### src/hw/rtl/kpe_pkg.sv
// shared types and constants for the keypad press event engine
package kpe_pkg;

  localparam int unsigned TIME_W = 32;
  localparam int unsigned CFG_W = 16;
  localparam int unsigned CFG_IDX_W = 2;

  localparam logic [CFG_IDX_W-1:0] CFG_LONG_PRESS = 2'd0;
  localparam logic [CFG_IDX_W-1:0] CFG_REPEAT = 2'd1;
  localparam logic [CFG_IDX_W-1:0] CFG_DEBOUNCE = 2'd2;

  localparam logic MODE_SCAN = 1'b0;
  localparam logic MODE_POP = 1'b1;

  localparam logic [2:0] KIND_NONE = 3'd0;
  localparam logic [2:0] KIND_SHORT = 3'd1;
  localparam logic [2:0] KIND_LONG = 3'd2;
  localparam logic [2:0] KIND_REPEAT = 3'd3;
  localparam logic [2:0] KIND_RELEASE = 3'd4;

  // one classified input word passed from front to back
  typedef struct packed {
    logic mode;
    logic [4:0] raw;
    logic [TIME_W-1:0] now;
  } cmd_t;

  // event as kept in the ring
  typedef struct packed {
    logic [2:0] key;
    logic [2:0] kind;
    logic [TIME_W-1:0] time_ms;
  } evt_t;

endpackage

### src/hw/rtl/kpe_front.sv
// input side: takes words and queues them in a short fifo
module kpe_front (
  input  logic clk,
  input  logic rst,
  input  logic in_valid,
  output logic in_stall,
  input  kpe_pkg::cmd_t in_cmd,
  output logic q_valid,
  input  logic q_take,
  output kpe_pkg::cmd_t q_cmd
);
  kpe_pkg::cmd_t slot [2];
  logic [1:0] count;
  logic wr_ptr;
  logic rd_ptr;
  logic push;

  assign in_stall = (count == 2'd2);
  assign push = in_valid && !in_stall;
  assign q_valid = (count != 2'd0);
  assign q_cmd = slot[rd_ptr];

  always_ff @(posedge clk) begin
    if (push) begin
      slot[wr_ptr] <= in_cmd;
    end
    if (rst) begin
      count <= 2'd0;
      wr_ptr <= 1'b0;
      rd_ptr <= 1'b0;
    end else begin
      if (push) wr_ptr <= ~wr_ptr;
      if (q_take) rd_ptr <= ~rd_ptr;
      count <= count + {1'b0, push} - {1'b0, q_take};
    end
  end

  assert property (@(posedge clk) disable iff (rst) q_take |-> q_valid)
    else $error("take from empty fifo");
  assert property (@(posedge clk) disable iff (rst) count <= 2'd2)
    else $error("fifo overflow");
  assert property (@(posedge clk) disable iff (rst)
    (push && !q_take) |=> (count == $past(count) + 2'd1))
    else $error("fifo count slip");
endmodule

### src/hw/rtl/kpe_back.sv
// execution side: walks the keys one at a time and runs the event ring
module kpe_back #(
  parameter int unsigned NUM_KEYS = 5,
  parameter int unsigned QUEUE_DEPTH = 16
) (
  input  logic clk,
  input  logic rst,
  input  logic [15:0] long_press_ms,
  input  logic [15:0] repeat_interval_ms,
  input  logic [1:0] settle_samples,
  input  logic q_valid,
  output logic q_take,
  input  kpe_pkg::cmd_t q_cmd,
  output logic out_valid,
  input  logic out_stall,
  output logic event_valid,
  output logic [2:0] event_key,
  output logic [2:0] event_kind,
  output logic [31:0] event_time,
  output logic [4:0] debounced_levels,
  output logic any_pressed,
  output logic [2:0] first_pressed,
  output logic queue_not_empty
);
  localparam int unsigned KW = (NUM_KEYS > 1) ? $clog2(NUM_KEYS) : 1;
  localparam int unsigned PW = $clog2(QUEUE_DEPTH);
  localparam logic [PW-1:0] LAST_SLOT = PW'(QUEUE_DEPTH - 1);

  typedef enum logic [6:0] {
    S_IDLE = 7'b0000001, S_KEY = 7'b0000010, S_EV2 = 7'b0000100,
    S_POPRD = 7'b0001000, S_POPWT = 7'b0010000, S_SUM = 7'b0100000,
    S_OUT = 7'b1000000
  } state_t;

  state_t state;
  kpe_pkg::cmd_t cur;
  logic [KW-1:0] key;

  logic [NUM_KEYS-1:0] last_raw, accepted_level, held, long_done, release_owed;
  logic [1:0] stable_count [NUM_KEYS];
  logic [31:0] press_start_time [NUM_KEYS];
  logic [31:0] last_repeat_time [NUM_KEYS];

  kpe_pkg::evt_t mem [QUEUE_DEPTH];
  kpe_pkg::evt_t rd_data;
  logic [PW-1:0] write_pointer, read_pointer;

  // second event owed by the current key (repeat after long, release after short)
  logic pend;
  logic [2:0] pend_kind;

  // per-key next state for the key being visited
  logic raw_i, lr_i, acc_i, held_i, ld_i, ro_i, settled;
  logic [1:0] sc_i, sc_n;
  logic [31:0] lrt_i, ps_i;
  logic fire_long, fire_rep, fire_rep_after, do_short, do_rel;
  logic push0;
  logic [2:0] kind0;

  function automatic logic [PW-1:0] nxt(input logic [PW-1:0] p);
    return (p == LAST_SLOT) ? '0 : p + PW'(1);
  endfunction

  always_comb begin
    raw_i = (32'(key) < 32'd5) ? cur.raw[3'(key)] : 1'b0;
    lr_i = last_raw[key];
    acc_i = accepted_level[key];
    held_i = held[key];
    ld_i = long_done[key];
    ro_i = release_owed[key];
    sc_i = stable_count[key];
    lrt_i = last_repeat_time[key];
    ps_i = press_start_time[key];
    if (raw_i == lr_i) sc_n = (sc_i < settle_samples) ? sc_i + 2'd1 : sc_i;
    else sc_n = 2'd0;
    settled = (sc_n >= settle_samples);
    fire_long = settled && held_i && raw_i && !ld_i
      && ((cur.now - ps_i) >= {16'd0, long_press_ms});
    fire_rep = settled && held_i && raw_i && ld_i
      && ((cur.now - lrt_i) >= {16'd0, repeat_interval_ms});
    // after a long press last_repeat = now, so diff is 0
    fire_rep_after = fire_long && (repeat_interval_ms == 16'd0);
    do_short = settled && held_i && !raw_i && !ld_i;
    do_rel = settled && held_i && !raw_i && ro_i;
    push0 = fire_long || fire_rep || do_short || do_rel;
    kind0 = fire_long ? kpe_pkg::KIND_LONG : fire_rep ? kpe_pkg::KIND_REPEAT :
            do_short ? kpe_pkg::KIND_SHORT : kpe_pkg::KIND_RELEASE;
  end

  assign q_take = (state == S_IDLE) && q_valid;
  assign out_valid = (state == S_OUT);

  logic do_push;
  logic [2:0] push_kind;
  assign do_push = ((state == S_KEY) && push0) || ((state == S_EV2) && pend);
  assign push_kind = (state == S_KEY) ? kind0 : pend_kind;

  always_ff @(posedge clk) begin
    if (do_push) begin
      mem[write_pointer] <= '{key: 3'(key), kind: push_kind, time_ms: cur.now};
    end
    rd_data <= mem[read_pointer];
  end

  always_ff @(posedge clk) begin
    if (rst) begin
      state <= S_IDLE;
      key <= '0;
      last_raw <= '0;
      accepted_level <= '0;
      held <= '0;
      long_done <= '0;
      release_owed <= '0;
      for (int k = 0; k < NUM_KEYS; k++) begin
        stable_count[k] <= 2'd0;
        press_start_time[k] <= 32'd0;
        last_repeat_time[k] <= 32'd0;
      end
      write_pointer <= '0;
      read_pointer <= '0;
      pend <= 1'b0;
      pend_kind <= kpe_pkg::KIND_NONE;
    end else begin
      if (do_push) begin
        if (nxt(write_pointer) == read_pointer) read_pointer <= nxt(read_pointer);
        write_pointer <= nxt(write_pointer);
      end
      unique case (state)
        S_IDLE: begin
          if (q_valid) begin
            cur <= q_cmd;
            key <= '0;
            event_valid <= 1'b0;
            event_key <= 3'd0;
            event_kind <= kpe_pkg::KIND_NONE;
            event_time <= 32'd0;
            state <= (q_cmd.mode == kpe_pkg::MODE_SCAN) ? S_KEY : S_POPRD;
          end
        end
        S_KEY: begin
          stable_count[key] <= sc_n;
          if (raw_i != lr_i) last_raw[key] <= raw_i;
          pend <= fire_rep_after || (do_short && ro_i);
          pend_kind <= fire_long ? kpe_pkg::KIND_REPEAT : kpe_pkg::KIND_RELEASE;
          if (settled) begin
            accepted_level[key] <= raw_i;
            if (!acc_i && raw_i) begin
              held[key] <= 1'b1;
              press_start_time[key] <= cur.now;
              long_done[key] <= 1'b0;
              last_repeat_time[key] <= 32'd0;
              release_owed[key] <= 1'b0;
            end else if (held_i && raw_i) begin
              if (fire_long) begin
                long_done[key] <= 1'b1;
                release_owed[key] <= 1'b1;
                last_repeat_time[key] <= cur.now;
              end
              if (fire_rep) last_repeat_time[key] <= cur.now;
            end else if (held_i && !raw_i) begin
              held[key] <= 1'b0;
              press_start_time[key] <= 32'd0;
              long_done[key] <= 1'b0;
              last_repeat_time[key] <= 32'd0;
              release_owed[key] <= 1'b0;
            end
          end
          state <= S_EV2;
        end
        S_EV2: begin
          pend <= 1'b0;
          if (32'(key) == NUM_KEYS - 1) state <= S_SUM;
          else begin
            key <= key + KW'(1);
            state <= S_KEY;
          end
        end
        S_POPRD: state <= S_POPWT;
        S_POPWT: begin
          if (write_pointer != read_pointer) begin
            event_valid <= 1'b1;
            event_key <= rd_data.key;
            event_kind <= rd_data.kind;
            event_time <= rd_data.time_ms;
            read_pointer <= nxt(read_pointer);
          end
          state <= S_SUM;
        end
        S_SUM: state <= S_OUT;
        S_OUT: if (!out_stall) state <= S_IDLE;
        default: state <= S_IDLE;
      endcase
    end
  end

  // level summary, registered as the result is formed
  logic [4:0] lev_c;
  logic [2:0] first_c;
  always_comb begin
    lev_c = '0;
    first_c = 3'd0;
    for (int k = NUM_KEYS - 1; k >= 0; k--) begin
      if (accepted_level[k]) first_c = 3'(k);
      if (k < 5) lev_c[k] = accepted_level[k];
    end
  end

  always_ff @(posedge clk) begin
    if (state == S_SUM) begin
      debounced_levels <= lev_c;
      any_pressed <= |accepted_level;
      first_pressed <= first_c;
      queue_not_empty <= (write_pointer != read_pointer);
    end
  end

  assert property (@(posedge clk) disable iff (rst) out_valid |-> !q_take)
    else $error("accept while result pending");
  assert property (@(posedge clk) disable iff (rst)
    (state == S_POPWT && write_pointer == read_pointer) |=> !event_valid)
    else $error("event from empty ring");
  assert property (@(posedge clk) disable iff (rst)
    do_push |=> write_pointer != read_pointer)
    else $error("push left ring empty");
endmodule

### src/hw/rtl/keypad_press_event_engine.sv
// top level of the keypad press event engine
// Each input word is a scan tick (mode 0: raw key levels and a millisecond
// time) or a pop (mode 1). A two-entry input fifo decouples the port from a
// sequencer that visits the keys one at a time, in a key state and an event
// state per key, writing events into an event ring memory. A scan or a pop
// holds the sequencer from taking the word from the fifo, through the key walk
// or the registered ring read, the forming of the level summary, to the result
// being offered until the receiver takes it; the input stalls once two words
// wait in the fifo. One result word per input word; the oldest event is dropped
// when the ring is full and one slot always stays empty.
module keypad_press_event_engine #(
  parameter int unsigned NUM_KEYS = 5,
  parameter int unsigned QUEUE_DEPTH = 16
) (
  input  logic clk,
  input  logic rst,
  // configuration write port
  input  logic cfg_we,
  input  logic [1:0] cfg_index,
  input  logic [kpe_pkg::CFG_W-1:0] cfg_data,
  // input words
  input  logic in_valid,
  output logic in_stall,
  input  logic mode,
  input  logic [4:0] key_raw,
  input  logic [31:0] now_ms,
  // result words
  output logic out_valid,
  input  logic out_stall,
  output logic event_valid,
  output logic [2:0] event_key,
  output logic [2:0] event_kind,
  output logic [31:0] event_time,
  output logic [4:0] debounced_levels,
  output logic any_pressed,
  output logic [2:0] first_pressed,
  output logic queue_not_empty
);
  logic [15:0] long_press_ms;
  logic [15:0] repeat_interval_ms;
  logic [1:0] settle_samples;

  // configuration registers
  always_ff @(posedge clk) begin
    if (rst) begin
      long_press_ms <= 16'd1000;
      repeat_interval_ms <= 16'd200;
      settle_samples <= 2'd2;
    end else if (cfg_we) begin
      case (cfg_index)
        kpe_pkg::CFG_LONG_PRESS: long_press_ms <= cfg_data;
        kpe_pkg::CFG_REPEAT: repeat_interval_ms <= cfg_data;
        kpe_pkg::CFG_DEBOUNCE: settle_samples <= cfg_data[1:0];
        default: ;
      endcase
    end
  end

  kpe_pkg::cmd_t in_cmd, q_cmd;
  logic q_valid, q_take;
  assign in_cmd = '{mode: mode, raw: key_raw, now: now_ms};

  kpe_front u_front (
    .clk, .rst, .in_valid, .in_stall, .in_cmd,
    .q_valid, .q_take, .q_cmd
  );

  kpe_back #(.NUM_KEYS(NUM_KEYS), .QUEUE_DEPTH(QUEUE_DEPTH)) u_back (
    .clk, .rst, .long_press_ms, .repeat_interval_ms, .settle_samples,
    .q_valid, .q_take, .q_cmd, .out_valid, .out_stall,
    .event_valid, .event_key, .event_kind, .event_time,
    .debounced_levels, .any_pressed, .first_pressed, .queue_not_empty
  );
endmodule

### config.mk
export PLATFORM = sky130hd
export DESIGN_NAME = keypad_press_event_engine
export DESIGN_NICKNAME = d
export VERILOG_FILES = /design/src/hw/rtl/kpe_pkg.sv /design/src/hw/rtl/kpe_front.sv /design/src/hw/rtl/kpe_back.sv /design/src/hw/rtl/keypad_press_event_engine.sv
export SDC_FILE = /design/constraint.sdc
export NUM_CORES = 2
export LEC_CHECK = 0
export BUFFER_PORTS_ARGS = -buffer_cell sky130_fd_sc_hd__buf_2
export CORE_MARGIN = 3
export CORE_UTILIZATION = 30
export CTS_BUF_LIST = sky130_fd_sc_hd__clkbuf_2
export DETAILED_ROUTE_END_ITERATION = 10
export GPL_TIMING_DRIVEN = 0
export MAX_ROUTING_LAYER = met4
export PLACE_DENSITY = 0.51
export SLEW_MARGIN = 20
export SYNTH_ARGS = -nofsm -noshare
export SYNTH_HDL_FRONTEND = slang
export SYNTH_SLANG_ARGS = --single-unit
### constraint.sdc
create_clock -name clk -period 12 [get_ports clk]
set_clock_uncertainty 0.15 [all_clocks]
set_input_delay 1.8 -clock clk [delete_from_list [all_inputs] [get_ports clk]]
set_output_delay 1.8 -clock clk [all_outputs]
set_load 0.005 [all_outputs]
Yosys cells after proc, flatten, opt, wreduce, memory -nomap -nowiden
Memory sizes are Yosys's and may differ from the RTL's. A register that Yosys moved wholly into a read port is not among the register bits. Index checks and enable logic that the tools add are counted.

Add/sub/neg operators: 8. Magnitude comparators: 7. Equality and inequality tests: 23. Muxes and demuxes: 120. Bitwise operators: 14. Reductions and logical operators: 53.

Operators with widths (number): $mux W32 (8); $ge A32 B16 Y1 (2); $pmux W32 S2 (1); $reduce_or A32 Y1 (2); $sub A32 B32 Y32 (2); $mux W3 (19); $mux W5 (11); $mux W1 (51); $pmux W7 S7 (1); $mux W4 (7); $logic_and A1 B1 Y1 (19); $bmux W1 S3 (6); $pmux W3 S2 (3); $logic_not A16 Y1 (1); $and A5 B5 Y5 (3); $or A5 B5 Y5 (3); $mux W7 (2); $reduce_and A2 Y1 (6); $reduce_and A4 Y1 (3); $bwmux W5 (2); $mux W2 (5); $reduce_bool A2 Y1 (5); $add A4 B1 Y4 const B (2); $eq A4 B4 Y1 const B (2); other kinds (40) (59).

Register bits after elaboration: 171. RAM bits: 1014. Input port bits: 61. Output and inout bits: 51. Memories: 5.

Memory list: u_back.mem (depth 16, width 38, read ports 1, clocked after Yosys merged registers in 1, wr ports 1, RTL line kpe_back.sv:44) `kpe_pkg::evt_t mem [QUEUE_DEPTH];`; u_back.last_repeat_time (depth 5, width 32, read ports 1, clocked after Yosys merged registers in 1, wr ports 5, RTL line kpe_back.sv:42) `logic [31:0] last_repeat_time [NUM_KEYS];`; u_back.press_start_time (depth 5, width 32, read ports 1, clocked after Yosys merged registers in 1, wr ports 5, RTL line kpe_back.sv:41) `logic [31:0] press_start_time [NUM_KEYS];`; u_front.slot (depth 2, width 38, read ports 1, clocked after Yosys merged registers in 1, wr ports 1, RTL line kpe_front.sv:12) `kpe_pkg::cmd_t slot [2];`; u_back.stable_count (depth 5, width 2, read ports 1, clocked after Yosys merged registers in 1, wr ports 5, RTL line kpe_back.sv:40) `logic [1:0] stable_count [NUM_KEYS];`.

Depth between registers and ports, before layout
Word-level depth: 22. Gate-level depth with buffers: 29. Gate-level depth less buffers: 24.

By module
Synthesis repeated with hierarchy kept, for this count alone.

Cells, all modules: 3889. Area, all modules: 60357.9 µm².

By module, submodules not included: kpe_back (times used 1, cells an instance 3609, area an instance 55974.9 µm², seq. area each 38436.9 µm²); kpe_front (times used 1, cells an instance 143, area an instance 2975.4 µm², seq. area each 2382.3 µm²); keypad_press_event_engine (times used 1, cells an instance 137, area an instance 1407.6 µm², seq. area each 680.7 µm²).

Worst setup path before layout
No wires, ideal clock.

Path kind: reg2reg. From: reg (tool-made name). To: mem u_back.mem[3][0] in the netlist's numbering (enable). Library setup time: 0.480 ns. Data arrival time: 8.286 ns. Required time: 11.370 ns. Slack: 3.084 ns. Stages on the path, launching flop included: 27. Path buffers: 5. Path through: dfxtp_1 -> clkbuf_1 -> clkbuf_1 -> buf_1 -> buf_1 -> mux4_2 -> mux2i_1 -> ha_1 -> a21o_1 -> a221oi_1 -> o32ai_1 -> nor3_1 -> xnor2_1 -> ha_1 -> a21o_1 -> a21oi_1 -> o221a_2 -> o221ai_1 -> or4b_2 -> or4_1 -> nor4_2 -> a41oi_1 -> a211oi_2 -> o21ai_1 -> buf_4 -> nand2_2 -> nor3_1.

RTL lines (RTL line): end: declaration (kpe_back.sv:44).

==> impl_metrics.toml <==
[synthesis]
syn_avg_cell_area_sq_um = 16.3
synth_cell_types = 83
synth-edff-count = 1298
syn_area_sq_um = 60100
synth-seq-area-share_pct = 69.1
ys_warn_count = 0
ys_async_sr_fraction_pct = 0
synth_flop_cell = "edfxtp_1"
syn_inst = 3677
synth-seq-cells = 1424

[grt]
antenna_found_initial = 10
grt_pass1_wl_um = 252000
grt_pass1_vias = 37155
grt_overflow = 0
grt_util_all_layers_pct = 17.3
grt_max_degree = 39

[timing]
fin_crit_ns = 11.20
drv_slew = 0
rsz0062_at_grt = "no"
period_share_pct = 93.4
hold_violations = 0
setup_viol = 0
worstMarginPinSlew_ns = 1.15
worst_hold_slack_ns = 0.288
clock.fmax_mhz = 89.2
max_slew_margin_pct = 23.0

[worst_setup_path]
cp_slowest_stage_delay_ns = 0.85
rr_worst_depth = 30
crit_fanout = 10
setup.worst_path.class = "reg -> reg"
crit_path_start_kind = "register"
crit_slowest_cell = "clkdlybuf4s15_1"
r2r-end = "u_back.mem[3][20]"
ff2ff_setup_slack_ns = 0.80
end_kind = "register"
crit_top_cell = "buf_4"
cp.required_ns = 13.27
worstPathArrival_ns = 12.47

[power_and_ir_drop]
peakVddDrop_mv = 0.0835
power_leakage_uw = 0.0238
power_uw = 10600
pwr_density_cell_nw_per_um2 = 153

[final_layout]
drive_gt1_share_pct = 26.0
final_area_sq_um = 69300
layout_commonest_cell = "edfxtp_1"
layout_common_cells = "edfxtp_1 (1,298), clkbuf_2 (612), mux4_2 (325), nor2_1 (315), nor3_1 (203)"
fin_cells = 7360
nNetsFinal = 4615
area_delta_synth_final_pct = 15.4

[worst_hold_path]
hold_class = "reg -> reg"
min_to = "u_back.event_time[31]"
holdPathStages = 1
hp-start = "u_back.rd_data[31]"

[drt]
routed_wl_um = 174000
final_antenna_net_count = 0
drt_iter0_markers = 2767
dr_wl_met3_um = 9210
wl_per_cell_um = 23.6
drc = 0
top_layer = "met4"
num_vias = 35601
met2_length_um = 88300
drtPass1Iterations = 8
via_per_inst = 4.84
wl_met1_um = 71300

[floorplanning]
fp.coreArea_sq_um = 198000
initial_utilization_pct = 30.3
die_width_um = 454
dieArea_sq_um = 206000
rows = 163
die_h_um = 454
ioPinCount = 112

[placement]
placed_cell_area_sq_um = 65500
io_buffers = 111
place_hpwl_um = 118000
dp_cells = 6656
gp_congestion = 0.888

[clocking]
clk_latency_ns = 1.80
cts.clk_slew.worst_paths_ns = 0.11
cts-htree-levels = 5
cts.sinks = 1424
cts-buffers-inserted = 381
clockRootBuffer = "clkbuf_2"
cts_tree = "yes"
clk_path_buf_depth = 4

[run]
drv_cap = 0

[outcome]
status = "finished, final reports clean"
==> state kept, by name, indices dropped and copies added (netlist names), 4 cells and up, named ones only <==
name,flops
u_back.mem,608
u_back.last_repeat_time,256
u_back.press_start_time,256
u_front.slot,76
u_back.rd_data,38
u_back.cur,37
u_back.event_time,32
long_press_ms,16
repeat_interval_ms,16
u_back.stable_count,16
u_back.state,7
u_back.accepted_level,5
u_back.debounced_levels,5
u_back.last_raw,5
u_back.read_pointer,4
u_back.write_pointer,4
==> what timing repair did <==
action / in CTS / in global routing
endpoints found under the hold margin: 87 / 0
setup endpoints to repair: 0 / 258
hold buffers: 44 / 0
gates resized for setup: 0 / 9
buffers inserted: 0 / 0
==> per-stage QoR <==
| step | setup TNS (ns) | utilization [%] | setup slack, ns |
|---|---|---|---|
| floorplan | 0 | - | 3.08 |
| global placement | -392.12 | 32.6 | -3.95 |
| detailed placement | 0 | 33.1 | 0.442 |
| CTS | 0 | 34.9 | 0.179 |
| global route | 0 | 35.0 | 0.0847 |
| finish | 0 | 35.0 | 0.795 |
==> synth_stat cells (11+ instances only) <==
cell | number | area share (%)
o21a_1 | 18 | 0.22
a21o_1 | 29 | 0.36
and2_1 | 43 | 0.45
o21ai_0 | 66 | 0.55
nor4_1 | 13 | 0.14
o31ai_1 | 11 | 0.14
buf_2 | 20 | 0.17
mux2_2 | 42 | 0.79
a211oi_1 | 13 | 0.16
a211o_1 | 12 | 0.17
nand4_1 | 30 | 0.31
and3_1 | 22 | 0.23
nor2_1 | 317 | 2.0
nor3_1 | 205 | 1.7
clkbuf_1 | 198 | 1.2
nand3_1 | 12 | 0.10
xor2_1 | 19 | 0.28
buf_1 | 31 | 0.19
a21oi_1 | 115 | 0.96
inv_1 | 99 | 0.62
mux2i_1 | 85 | 1.4
xnor2_1 | 32 | 0.47
mux4_2 | 325 | 12
nand2_1 | 176 | 1.1
dfxtp_1 | 126 | 4.2
nand2b_1 | 38 | 0.40
edfxtp_1 | 1298 | 65
ha_1 | 108 | 2.2
==> cell type report <==
| cell class | count | area [sq um] |
|---|---|---|
| Buffer | 250 | 1010 |
| Multi-Input combinational cell | 2094 | 18100 |
| Antenna cell | 7 | 17.5 |
| Sequential cell | 1424 | 41500 |
| Inverter | 100 | 375 |
| Fill cell | 19397 | 129000 |
| Clock buffer | 590 | 2950 |
| Clock inverter | 62 | 300 |
| Tap cell | 2640 | 3300 |
| Timing Repair Buffer | 193 | 1730 |
==> worst max-delay path by stage <==
stage                              endpoint  startpoint  depth (start not counted)  slack [ns]
after floorplan            u_back.mem[3][0]    register                         26        3.08
after global placement    u_back.mem[3][23]    register                         27       -3.95
after detailed placement  u_back.mem[3][23]    register                         30        0.44
after CTS                 u_back.mem[3][23]    register                         30        0.18
after global routing      u_back.mem[3][23]    register                         30        0.08
final                     u_back.mem[3][20]    register                         30        0.80
==> cell families (layout without fill, tap and decap cells) <==
| logic type | after synthesis | count (layout) | synth area share [%] |
|---|---|---|---|
| adder cells (fa/ha/maj) | 110 | 110 | 2.32 |
| AND/OR/NAND/NOR | 915 | 915 | 7.15 |
| buffers and inverters | 350 | 1195 | 2.23 |
| AO/OA/AOI/OAI | 371 | 371 | 4.03 |
| flip-flops | 1424 | 1424 | 69.1 |
| XOR/XNOR | 51 | 51 | 0.744 |
| other | 1 | 199 | 0.00624 |
| multiplexers | 455 | 455 | 14.4 |
==> where the power goes <==
part / total (uW) / switching (uW) / internal, uW
clock network: 3320 / 1990 / 1320
registers: 5950 / 218 / 5730
logic: 1340 / 871 / 472
==> critical path, delay by kind of cell, from the launching register on <==
kind            cells  cell delay, ns
xor+xnor            1            0.17
fa+ha+maj           2            0.66
flops               1            0.33
compound gates     10            2.66
simple gates        6            2.26
mux                 2            0.99
buf+inv             9            3.57
==> routing by layer <==
metal  up-vias  global-route usage [%]
met1     18218                    21.0
met4         0                    5.53
met2      1104                    29.2
li1      15950                       -
met3       329                    3.27
met5         -                       -
No activity file was read; power rests on OpenSTA's default activity.
